$ cat config.mk
export PLATFORM = sky130hd
export DESIGN_NAME = tag_matching_queue_flat
export DESIGN_NICKNAME = d
export VERILOG_FILES = /design/src/design/tmq_pkg.sv /design/src/design/tmq_if.sv /design/src/design/tmq_cell.sv /design/src/design/tmq_match_sel.sv /design/src/design/tag_matching_queue.sv /design/src/flat_wrapper.sv
export SDC_FILE = /design/constraint.sdc
export NUM_CORES = 2
export LEC_CHECK = 0
export BUFFER_PORTS_ARGS = -buffer_cell sky130_fd_sc_hd__clkbuf_2
export CAP_MARGIN = 20
export CORE_AREA = 10 10 484 438
export CTS_CLUSTER_DIAMETER = 60
export DETAILED_ROUTE_END_ITERATION = 12
export DIE_AREA = 0 0 494 448
export HOLD_SLACK_MARGIN = 0.1
export PLACE_DENSITY = 0.62
export SETUP_SLACK_MARGIN = 0.2
export SKIP_LAST_GASP = 1
export SLEW_MARGIN = 20
export SYNTH_ARGS = -nofsm -noshare
export SYNTH_HDL_FRONTEND = slang
export SYNTH_SLANG_ARGS = --single-unit
$ cat constraint.sdc
create_clock -name clk -period 8.1 [get_ports clk]
set_input_delay 0 -clock clk [delete_from_list [all_inputs] [get_ports clk]]
set_output_delay 0 -clock clk [all_outputs]
set_load 0.05 [all_outputs]
$ cat src/design/tmq_pkg.sv
package tmq_pkg;

    localparam int QUEUE_DEPTH = 32;
    localparam int COMM_SLOTS  = 16;
    localparam int QD_LOG      = (QUEUE_DEPTH > 1) ? $clog2(QUEUE_DEPTH) : 1;

    localparam int COMM_W     = 4;
    localparam int SRC_W      = 16;
    localparam int TAG_W      = 15;
    localparam int HANDLE_W   = 16;
    localparam int MASK_W     = 16;

    localparam int APB_ADDR_W = 3;
    localparam int APB_DATA_W = 32;
    localparam int REG_IDX_W  = APB_ADDR_W - 2;

    localparam logic [REG_IDX_W-1:0] REG_COMM_MASK = '0;

    typedef enum logic {
        CMD_STORE = 1'b0,
        CMD_FIND  = 1'b1
    } tmq_cmd_t;

    typedef enum logic [2:0] {
        ST_STORED  = 3'd0,
        ST_UNKNOWN = 3'd1,
        ST_FULL    = 3'd2,
        ST_FOUND   = 3'd3,
        ST_NONE    = 3'd4
    } tmq_status_t;

    typedef struct packed {
        logic [COMM_W-1:0]   comm;
        logic [SRC_W-1:0]    source;
        logic [TAG_W-1:0]    tag;
        logic [HANDLE_W-1:0] handle;
    } tmq_entry_t;

    typedef struct packed {
        logic [COMM_W-1:0] comm;
        logic [SRC_W-1:0]  source;
        logic [TAG_W-1:0]  tag;
        logic              any_source;
        logic              any_tag;
    } tmq_query_t;

    typedef struct packed {
        logic load;
        logic shift;
    } tmq_cell_ctrl_t;

endpackage

$ cat src/design/tmq_if.sv
interface tmq_req_if;
    import tmq_pkg::*;

    logic                valid;
    logic                ready;
    tmq_cmd_t            cmd;
    logic [COMM_W-1:0]   comm_id;
    logic [SRC_W-1:0]    src_rank;
    logic [TAG_W-1:0]    msg_tag;
    logic                any_source;
    logic                any_tag;
    logic [HANDLE_W-1:0] buffer_handle;

    modport source (
        output valid, cmd, comm_id, src_rank, msg_tag, any_source, any_tag, buffer_handle,
        input  ready
    );

    modport sink (
        input  valid, cmd, comm_id, src_rank, msg_tag, any_source, any_tag, buffer_handle,
        output ready
    );
endinterface

interface tmq_rsp_if;
    import tmq_pkg::*;

    logic                valid;
    logic                ready;
    tmq_status_t         status;
    logic [HANDLE_W-1:0] found_handle;
    logic [SRC_W-1:0]    found_source;
    logic [TAG_W-1:0]    found_tag;

    modport source (
        output valid, status, found_handle, found_source, found_tag,
        input  ready
    );

    modport sink (
        input  valid, status, found_handle, found_source, found_tag,
        output ready
    );
endinterface

$ cat src/design/tmq_cell.sv
module tmq_cell (
    input  logic                    clk,
    input  logic                    rst_n,
    input  tmq_pkg::tmq_cell_ctrl_t ctrl,
    input  tmq_pkg::tmq_entry_t     load_entry,
    input  tmq_pkg::tmq_query_t     query,
    input  logic                    next_valid,
    input  tmq_pkg::tmq_entry_t     next_entry,
    output logic                    valid,
    output tmq_pkg::tmq_entry_t     entry,
    output logic                    match
);
    import tmq_pkg::*;

    logic       valid_reg;
    logic       valid_next;
    tmq_entry_t entry_reg;
    tmq_entry_t entry_next;

    // A removal closes the gap, so the cell takes its younger neighbour's word.
    always_comb
    begin
        valid_next = valid_reg;
        entry_next = entry_reg;
        priority if (ctrl.shift)
        begin
            valid_next = next_valid;
            entry_next = next_entry;
        end
        else if (ctrl.load)
        begin
            valid_next = 1'b1;
            entry_next = load_entry;
        end
    end

    always_ff @(posedge clk or negedge rst_n)
    begin
        if (!rst_n)
        begin
            valid_reg <= 1'b0;
        end
        else
        begin
            valid_reg <= valid_next;
        end
    end

    always_ff @(posedge clk)
    begin
        entry_reg <= entry_next;
    end

    assign match = valid_reg
                && (entry_reg.comm == query.comm)
                && (query.any_source || (entry_reg.source == query.source))
                && (query.any_tag || (entry_reg.tag == query.tag));

    assign valid = valid_reg;
    assign entry = entry_reg;

endmodule

$ cat src/design/tmq_match_sel.sv
module tmq_match_sel (
    input  logic [tmq_pkg::QUEUE_DEPTH-1:0] match,
    input  tmq_pkg::tmq_entry_t             entries [tmq_pkg::QUEUE_DEPTH],
    output logic [tmq_pkg::QUEUE_DEPTH-1:0] covered,
    output logic                            found,
    output tmq_pkg::tmq_entry_t             sel_entry
);
    import tmq_pkg::*;

    logic [QUEUE_DEPTH-1:0] lvl [QD_LOG+1];
    logic [QUEUE_DEPTH-1:0] first;

    // Parallel prefix OR: covered[i] is set when some cell at or below i matches.
    always_comb
    begin
        lvl[0] = match;
        for (int l = 0; l < QD_LOG; l++)
        begin
            for (int i = 0; i < QUEUE_DEPTH; i++)
            begin
                if (i >= (1 << l))
                begin
                    lvl[l+1][i] = lvl[l][i] | lvl[l][i - (1 << l)];
                end
                else
                begin
                    lvl[l+1][i] = lvl[l][i];
                end
            end
        end
    end

    assign covered = lvl[QD_LOG];
    assign first   = match & ~(covered << 1);
    assign found   = covered[QUEUE_DEPTH-1];

    always_comb
    begin
        sel_entry = '0;
        for (int i = 0; i < QUEUE_DEPTH; i++)
        begin
            sel_entry = sel_entry | (entries[i] & {$bits(tmq_entry_t){first[i]}});
        end
    end

endmodule

$ cat src/design/tag_matching_queue.sv
// A result word is registered in the cycle after its request is accepted.
// Throughput: one request per cycle while results are taken; all cells compare at once,
// the oldest match is picked by a prefix OR, and the cells from it upward shift down.
// A request is taken while the result register is empty or being emptied.
// Reset empties the queue and clears the communicator mask; there is no clearing pass.
module tag_matching_queue (
    input  logic                             clk,
    input  logic                             rst_n,
    input  logic                             psel,
    input  logic                             penable,
    input  logic                             pwrite,
    input  logic [tmq_pkg::APB_ADDR_W-1:0]   paddr,
    input  logic [tmq_pkg::APB_DATA_W-1:0]   pwdata,
    output logic [tmq_pkg::APB_DATA_W-1:0]   prdata,
    output logic                             pready,
    tmq_req_if.sink                          req,
    tmq_rsp_if.source                        rsp
);
    import tmq_pkg::*;

    logic [MASK_W-1:0]      mask_reg;
    logic                   reg_hit;

    logic                   accept;
    logic                   comm_ok;
    logic                   store_go;
    logic                   find_go;
    tmq_entry_t             load_entry;
    tmq_query_t             query;

    logic [QUEUE_DEPTH-1:0] cell_valid;
    logic [QUEUE_DEPTH-1:0] cell_match;
    tmq_entry_t             cell_entry [QUEUE_DEPTH];
    tmq_cell_ctrl_t         cell_ctrl  [QUEUE_DEPTH];
    logic [QUEUE_DEPTH-1:0] covered;
    logic                   found;
    tmq_entry_t             sel_entry;

    logic                   out_valid_reg;
    logic                   out_valid_next;
    tmq_status_t            out_status_reg;
    tmq_status_t            out_status_next;
    tmq_entry_t             out_entry_reg;
    tmq_entry_t             out_entry_next;

    // Configuration port
    assign reg_hit = (paddr[APB_ADDR_W-1:2] == REG_COMM_MASK);
    assign pready  = 1'b1;
    assign prdata  = reg_hit ? APB_DATA_W'(mask_reg) : '0;

    always_ff @(posedge clk or negedge rst_n)
    begin
        if (!rst_n)
        begin
            mask_reg <= '0;
        end
        else if (psel && penable && pwrite && pready && reg_hit)
        begin
            mask_reg <= pwdata[MASK_W-1:0];
        end
    end

    // Request decode
    assign req.ready = !out_valid_reg || rsp.ready;
    assign accept    = req.valid && req.ready;
    assign comm_ok   = (int'(req.comm_id) < COMM_SLOTS) && mask_reg[req.comm_id];
    assign store_go  = accept && (req.cmd == CMD_STORE) && comm_ok
                    && !cell_valid[QUEUE_DEPTH-1];
    assign find_go   = accept && (req.cmd == CMD_FIND);

    assign load_entry.comm   = req.comm_id;
    assign load_entry.source = req.src_rank;
    assign load_entry.tag    = req.msg_tag;
    assign load_entry.handle = req.buffer_handle;

    assign query.comm       = req.comm_id;
    assign query.source     = req.src_rank;
    assign query.tag        = req.msg_tag;
    assign query.any_source = req.any_source;
    assign query.any_tag    = req.any_tag;

    // Row of cells, oldest entry in cell 0; valid entries stay packed at the low end.
    for (genvar i = 0; i < QUEUE_DEPTH; i++)
    begin : g_cell
        logic       nb_valid;
        tmq_entry_t nb_entry;

        if (i == 0)
        begin : g_head
            assign cell_ctrl[i].load = store_go && !cell_valid[i];
        end
        else
        begin : g_body
            assign cell_ctrl[i].load = store_go && !cell_valid[i] && cell_valid[i-1];
        end

        if (i == QUEUE_DEPTH - 1)
        begin : g_tail
            assign nb_valid = 1'b0;
            assign nb_entry = cell_entry[i];
        end
        else
        begin : g_link
            assign nb_valid = cell_valid[i+1];
            assign nb_entry = cell_entry[i+1];
        end

        assign cell_ctrl[i].shift = find_go && covered[i];

        tmq_cell u_cell (
            .clk        (clk),
            .rst_n      (rst_n),
            .ctrl       (cell_ctrl[i]),
            .load_entry (load_entry),
            .query      (query),
            .next_valid (nb_valid),
            .next_entry (nb_entry),
            .valid      (cell_valid[i]),
            .entry      (cell_entry[i]),
            .match      (cell_match[i])
        );
    end

    tmq_match_sel u_match_sel (
        .match     (cell_match),
        .entries   (cell_entry),
        .covered   (covered),
        .found     (found),
        .sel_entry (sel_entry)
    );

    // Result register
    always_comb
    begin
        out_valid_next  = out_valid_reg;
        out_status_next = out_status_reg;
        out_entry_next  = out_entry_reg;
        if (accept)
        begin
            out_valid_next = 1'b1;
            out_entry_next = '0;
            unique case (req.cmd)
                CMD_STORE:
                begin
                    priority if (!comm_ok)
                    begin
                        out_status_next = ST_UNKNOWN;
                    end
                    else if (cell_valid[QUEUE_DEPTH-1])
                    begin
                        out_status_next = ST_FULL;
                    end
                    else
                    begin
                        out_status_next = ST_STORED;
                    end
                end
                CMD_FIND:
                begin
                    out_status_next = found ? ST_FOUND : ST_NONE;
                    out_entry_next  = sel_entry;
                end
                default:
                begin
                    out_status_next = ST_NONE;
                end
            endcase
        end
        else if (rsp.ready)
        begin
            out_valid_next = 1'b0;
        end
    end

    always_ff @(posedge clk or negedge rst_n)
    begin
        if (!rst_n)
        begin
            out_valid_reg <= 1'b0;
        end
        else
        begin
            out_valid_reg <= out_valid_next;
        end
    end

    always_ff @(posedge clk)
    begin
        out_status_reg <= out_status_next;
        out_entry_reg  <= out_entry_next;
    end

    assign rsp.valid        = out_valid_reg;
    assign rsp.status       = out_status_reg;
    assign rsp.found_handle = out_entry_reg.handle;
    assign rsp.found_source = out_entry_reg.source;
    assign rsp.found_tag    = out_entry_reg.tag;

endmodule
$ cat src/flat_wrapper.sv
// flat-port wrapper written by rule: the top's interface ports become plain ports
module tag_matching_queue_flat import tmq_pkg::*;
  (clk, rst_n, psel, penable, pwrite, paddr, pwdata, prdata, pready, req_valid, req_cmd, req_comm_id, req_src_rank, req_msg_tag, req_any_source, req_any_tag, req_buffer_handle, req_ready, rsp_valid, rsp_status, rsp_found_handle, rsp_found_source, rsp_found_tag, rsp_ready);
  tmq_req_if req_i ();
  tmq_rsp_if rsp_i ();
  input  logic clk;
  input  logic rst_n;
  input  logic psel;
  input  logic penable;
  input  logic pwrite;
  input  logic [tmq_pkg::APB_ADDR_W-1:0] paddr;
  input  logic [tmq_pkg::APB_DATA_W-1:0] pwdata;
  output logic [tmq_pkg::APB_DATA_W-1:0] prdata;
  output logic pready;
  input wire logic [$bits(req_i.valid)-1:0] req_valid;
  input wire logic [$bits(req_i.cmd)-1:0] req_cmd;
  input wire logic [$bits(req_i.comm_id)-1:0] req_comm_id;
  input wire logic [$bits(req_i.src_rank)-1:0] req_src_rank;
  input wire logic [$bits(req_i.msg_tag)-1:0] req_msg_tag;
  input wire logic [$bits(req_i.any_source)-1:0] req_any_source;
  input wire logic [$bits(req_i.any_tag)-1:0] req_any_tag;
  input wire logic [$bits(req_i.buffer_handle)-1:0] req_buffer_handle;
  output wire logic [$bits(req_i.ready)-1:0] req_ready;
  output wire logic [$bits(rsp_i.valid)-1:0] rsp_valid;
  output wire logic [$bits(rsp_i.status)-1:0] rsp_status;
  output wire logic [$bits(rsp_i.found_handle)-1:0] rsp_found_handle;
  output wire logic [$bits(rsp_i.found_source)-1:0] rsp_found_source;
  output wire logic [$bits(rsp_i.found_tag)-1:0] rsp_found_tag;
  input wire logic [$bits(rsp_i.ready)-1:0] rsp_ready;
  assign req_i.valid = req_valid;
  assign req_i.cmd = req_cmd;
  assign req_i.comm_id = req_comm_id;
  assign req_i.src_rank = req_src_rank;
  assign req_i.msg_tag = req_msg_tag;
  assign req_i.any_source = req_any_source;
  assign req_i.any_tag = req_any_tag;
  assign req_i.buffer_handle = req_buffer_handle;
  assign req_ready = req_i.ready;
  assign rsp_valid = rsp_i.valid;
  assign rsp_status = rsp_i.status;
  assign rsp_found_handle = rsp_i.found_handle;
  assign rsp_found_source = rsp_i.found_source;
  assign rsp_found_tag = rsp_i.found_tag;
  assign rsp_i.ready = rsp_ready;
  tag_matching_queue u_core (.clk(clk), .rst_n(rst_n), .psel(psel), .penable(penable), .pwrite(pwrite), .paddr(paddr), .pwdata(pwdata), .prdata(prdata), .pready(pready), .req(req_i), .rsp(rsp_i));
endmodule
# == Word-level counts from Yosys, hierarchy flattened ==
# Index checks and enable logic that the tools add are counted.
# word_totals
output_inout_bits,85
in_bits,96
register_bits,1731
# classes
bitwise,197
magnitude_cmp,1
muxes,135
n_eq_ne,96
n_reduce_logical,331
# ops
operator,count
51-bit 2-to-1 mux,62
47-bit bitwise AND,32
47-bit OR,31
16-bit == test,32
15-bit == test,32
1-bit logical AND,199
1-bit OR,129
4-bit == test,32
1-bit 2-to-1 mux,67
2-bit nonzero test,33
1-bit logical OR,65
1-bit zero test,33
32-bit bitwise AND,1
32-bit NOT,1
16-bit 2-to-1 mux,1
3-bit 2-to-1 mux,2
3-bit one-hot mux with 2 select lines,1
4-bit by 5-bit less-than comparator with 1-bit output (second input constant),1
1-bit binary-select mux with 4-bit select,1
1-bit NOT,3
2-bit 2-to-1 mux,1
2-bit AND reduction,1

# == Logic depth before layout (Yosys ltp) ==
# depth
depth_word,43
depth_mapped,18
mapped_depth_nobuf,11

# == By module ==
# A second synthesis with hierarchy kept.
# unflattened
hier_cells,7083
hier_area_um2,96895.4
# modules_own_cells
mod,area_each_um2,cells_per_inst,instances
tmq_cell,2577.5,161,32
tmq_match_sel,10971.8,1668,1
tag_matching_queue,3444.6,263,1

# == Worst setup path after synthesis ==
# No wires, ideal clock.
# synth_path
path_kind,input to register
from,input req_comm_id[0]
to,"register u_core.g_cell[18].u_cell.entry_reg, in the netlist u_core.g_cell[18].u_cell.entry[0] (enable)"
path_slack_ps,1317
required_time_ps,7558
stages,12
t_arrival_ps,6241
path_cell_list,buf_2 buf_6 buf_4 buf_4 buf_2 mux4_2 mux4_2 nand2_1 nor3_2 clkinv_1 clkbuf_1 o32ai_1
# synth_via
elab_chain_len,11
# synth_rtl
item,line_no,source
from (decl),flat_wrapper.sv:17,input wire logic [$bits(req_i.comm_id)-1:0] req_comm_id;
4-bit == test,tmq_cell.sv:55,&& (entry_reg.comm == query.comm)
1-bit logical AND,tmq_cell.sv:55,
1-bit logical AND,tmq_cell.sv:56,&& (query.any_source || (entry_reg.source == query.source))
1-bit logical AND,tmq_cell.sv:57,&& (query.any_tag || (entry_reg.tag == query.tag));
1-bit OR (5 in a row),tmq_match_sel.sv:23,lvl[l+1][i] = lvl[l][i] | lvl[l][i - (1 << l)];
1-bit logical AND,tag_matching_queue.sv:108,assign cell_ctrl[i].shift = find_go && covered[i];
2-bit nonzero test (no line) *,-,
to (signal assigned),tmq_cell.sv:51,entry_reg <= entry_next;
to (decl),tmq_cell.sv:17,tmq_entry_t entry_reg;
# Mark *: on every way between the ends. The rest lies on a longest branch, timed or not. The select of a mux whose other input is x is not followed.
# A chain may end at the register's enable or synchronous reset.

==> Flow_metrics.wiki <==
{| class="wikitable"
! Metric !! Value
|-
| Outcome || complete, no violations
|-
| Endpoints failing hold || 0
|-
| Synth Instances || around 7,100
|-
| CTS Root Cell || sky130_fd_sc_hd__clkbuf_16
|-
| Remaining design rule violation count || 0
|-
| Gate power share || between 10% and 20%
|-
| Kind of start point of the critical path || flip-flop
|-
| Max FFs per register || approximately 1,600
|-
| Via count of the first global-routing pass || 64,090
|-
| Count of state elements after synthesis || 1,731
|-
| Post-detailed-placement cell area || 99,920 sq um
|-
| Adder and majority cell fraction of the synthesized area || 0%
|-
| Chip Width || around 490 um
|-
| Setup Crit Path Kind || flip-flop to flip-flop
|-
| Antenna-violating nets left || 0
|-
| RSZ-0062 raised after global routing || false
|-
| Y dimension of the die || 448 um
|-
| Die area || 221,300 sq um
|-
| Leading register cell type out of synthesis || sky130_fd_sc_hd__edfxtp_1
|-
| Pin count of the biggest net entering global routing || 69
|-
| Via/cell ratio || 6.644
|-
| Pin slew with the least headroom to its limit || 1.288 ns
|-
| Synth top area cells || sky130_fd_sc_hd__edfxtp_1, sky130_fd_sc_hd__mux2_2, sky130_fd_sc_hd__xor2_1
|-
| Count of input and output buffers || 145
|-
| Worst VDD drop || 227.0 uV
|-
| Area growth syn-to-layout || 11.12%
|-
| Leakage || between 30 and 40 nW
|-
| Clock Latency Late Sink || approximately 0.85 ns
|-
| Number of buffers and inverters on the critical path || 2
|-
| Setup violations, final || 0
|-
| Standard cell core area || a little over 200,000 sq um
|-
| Worst-case setup margin in the final layout || 1.891 ns
|-
| Average wire per cell in the routed design || 34.90 um
|-
| HPWL reported at the end of detailed placement || 249.4 mm
|-
| P_int || 0.01634 W
|-
| Endpoint kind of the worst setup timing path || flip-flop
|-
| Setup TNS after final layout || 0 ns
|-
| Pins Over Slew Limit || 0
|-
| # IOs || 181
|-
| Switch share || 27.87%
|-
| Initial antenna violation count || 13
|-
| First-pass GRT wire length || 491.8 mm
|-
| Total Routing Usage GR || 30.35%
|-
| Synth top area share || 52.44%
|-
| Share of the yosys chip area belonging to registers || 53.71%
|-
| Most Frequent Cell on Critical Path || sky130_fd_sc_hd__buf_4
|-
| Utilization after layout || 52.90%
|-
| CTS H-tree depth || 4
|-
| Post-Synth XOR/XNOR Area || 10.18%
|-
| Number of library cell types mapped by synthesis || 90
|-
| Count of synthesis-stage warnings from yosys || 0
|-
| Non-Filler Cell Area, Final || between 100,000 and 150,000 sq um
|-
| CTS max path bufs || 3
|-
| Post-layout net count || 7,291
|-
| DRC marker count from the first detailed-route iteration || just under 10,000
|-
| Worst slew margin relative to its limit || 13.95%
|-
| Relative contribution of the clock network to total power || approximately two fifths
|-
| Max Fclk || 161.1 MHz
|-
| Dominant combinational cell family by area after synthesis || multiplexers
|-
| Sequential power share || 48.1%
|-
| Clock-pin slew of the registers on the worst-case setup and hold paths || 0.06 ns
|-
| Share of cell area taken by muxes after synthesis || 18.19%
|-
| Starting Density || approximately 48%
|-
| Async S/R FF share, synth || 2.831%
|-
| Pre-antenna DRT Iters || 6
|-
| HP Class || input port to flip-flop
|-
| Most common cell in the synthesized netlist || sky130_fd_sc_hd__edfxtp_1
|-
| Ratio of cells with drive above 1 in the final layout || about a third
|-
| Routability-driven placement congestion ratio || slightly below 1
|-
| Max Fanout on Critical Path || 34
|-
| TritonCTS sink count || 1,731
|-
| Maxcap violations || 0
|-
| Data arrival at the endpoint of the critical path || 6.80 ns
|-
| Min cycle time layout || 6.209 ns
|-
| Switching power total || between 0.006 and 0.007 W
|-
| Final routed wirelength across all metal layers || 351.1 mm
|-
| Compound-Gate Fraction of Synth Area || 8.269%
|-
| Row Count || 157
|-
| Slowest cell on crit path || sky130_fd_sc_hd__nor4_1
|-
| Clock buffers created by TritonCTS || ~190
|-
| Critical Path, Cell by Cell || xnor2_1 > nand4_1 > nor4_1 > o211ai_1 > and2_1 > and3_1 > and4_1 > nand2_1 > o31a_2 > buf_4 > buf_4 > mux2_2
|-
| Final period utilization || 76.65%
|-
| Mapped cell area || 96,320 sq um
|-
| Commonest cells in the synthesized netlist || sky130_fd_sc_hd__edfxtp_1, sky130_fd_sc_hd__mux2_2, sky130_fd_sc_hd__xor2_1
|-
| TritonCTS clock tree || yes
|-
| Number of vias in the routed layout || between 60,000 and 70,000
|-
| Residual overflow from global routing || 0
|-
| Simple-gate portion of the synthesized area || 5.846%
|-
| Total power divided by cell area || 211.6 nW/um^2
|-
| Number of flops mapped to enable cells by yosys || about 1,700
|-
| Synth area leader || sky130_fd_sc_hd__edfxtp_1
|-
| Worst slack at placement || 1.886 ns
|-
| Fill cells || between 15,000 and 20,000
|-
| Data required time of the critical path || 8.69 ns
|-
| Crit-path leading delay family || simple AND/OR/NAND/NOR gates
|-
| Maximum single-stage delay on the critical path || 0.83 ns
|-
| Worst Skew || 0.02985 ns
|-
| Post-CTS Repair Setup Buffers || 0
|-
| Mean instance size in the synthesized netlist || 13.47 sq um
|}
-- final timing paths --
kind                                               startpoint                                  to  slack [ns]  depth (start not counted)
min                                            req_msg_tag[3]  u_core.g_cell[31].u_cell.entry[19]        0.26                          2
max in group asynchronous                               rst_n       u_core.g_cell[3].u_cell.valid        7.24                          4
min in group asynchronous                               rst_n                  u_core.mask_reg[0]        0.33                          4
max reg2reg                u_core.g_cell[17].u_cell.entry[18]  u_core.g_cell[27].u_cell.entry[50]        1.89                         12
max                        u_core.g_cell[17].u_cell.entry[18]  u_core.g_cell[27].u_cell.entry[50]        1.89                         12
min reg2reg                  u_core.g_cell[1].u_cell.entry[8]    u_core.g_cell[0].u_cell.entry[8]        0.54                          2
-- per-stage QoR --
step | cells | total power [W] | hold slack (ns)
finish | 10060 | 0.02265 | 0.2550
detailed placement | 9604 | 0.01401 | 0.1583
floorplan | 7164 | 0.01284 | -0.2956
global placement | 9604 | 0.01397 | 0.1568
global route | 10060 | 0.02323 | 0.2595
CTS | 10050 | 0.02263 | 0.2313
-- power by group through the flow --
stage | combinational, W | sequential [W] | clock [W]
after floorplan | 0.00186 | 0.0110 | 0
after global placement | 0.00292 | 0.0110 | 0
after detailed placement | 0.00295 | 0.0111 | 0
after CTS | 0.00303 | 0.0109 | 0.00873
after global routing | 0.00323 | 0.0109 | 0.00908
final | 0.00311 | 0.0109 | 0.00866
-- cell usage in the layout (no fill, tap or decap), types with 124 or more instances in the layout --
| cell type | netlist | routed |
|---|---|---|
| sky130_fd_sc_hd__a22o_1 | 147 | 147 |
| sky130_fd_sc_hd__a22oi_1 | 230 | 230 |
| sky130_fd_sc_hd__buf_4 | 107 | 265 |
| sky130_fd_sc_hd__clkbuf_16 | 0 | 186 |
| sky130_fd_sc_hd__edfxtp_1 | 1682 | 1682 |
| sky130_fd_sc_hd__mux2_2 | 1532 | 1532 |
| sky130_fd_sc_hd__nand2_1 | 304 | 298 |
| sky130_fd_sc_hd__nand3_1 | 124 | 124 |
| sky130_fd_sc_hd__nor4_1 | 199 | 195 |
| sky130_fd_sc_hd__xnor2_1 | 336 | 336 |
| sky130_fd_sc_hd__xor2_1 | 784 | 784 |
-- worst reg2reg max path: stages, from the launching register on --
cell	delay (ns)
sky130_fd_sc_hd__edfxtp_1	0.49
sky130_fd_sc_hd__xnor2_1	0.30
sky130_fd_sc_hd__nand4_1	0.26
sky130_fd_sc_hd__nor4_1	0.83
sky130_fd_sc_hd__o211ai_1	0.27
sky130_fd_sc_hd__and2_1	0.62
sky130_fd_sc_hd__and3_1	0.56
sky130_fd_sc_hd__and4_1	0.40
sky130_fd_sc_hd__nand2_1	0.34
sky130_fd_sc_hd__o31a_2	0.39
sky130_fd_sc_hd__buf_4	0.59
sky130_fd_sc_hd__buf_4	0.48
sky130_fd_sc_hd__mux2_2	0.42
-- final cells by class --
cell class / count / area [sq um] / area share (%)
diodes: 8 / 20.02 / 0.01870
well taps: 2703 / 3382 / 3.160
repair buffers: 517 / 3916 / 3.659
clock inverters: 105 / 1056 / 0.9867
inverters: 47 / 176.4 / 0.1648
multi-input cells: 4712 / 41790 / 39.05
clock buffers: 238 / 4950 / 4.625
flip-flops and latches: 1731 / 51730 / 48.34
-- timing repair --
action,CTS,global route
resized for setup,0,0
hold buffers,106,0
endpoints found under the hold margin,961,0
-- cells by family after synthesis --
kind of cell	count (synthesis)
other cells	2
mux	1551
xor+xnor	1120
compound gates	964
buf+inv	721
flops	1731
simple gates	1060
-- layer usage --
metal / wire, um / global-route usage (%)
met5: 13 / 0
met4: 16530 / 12.40
met3: 35630 / 6.883
met2: 151500 / 44.74
met1: 147400 / 43.21
Power figures use the tool's default switching activity.
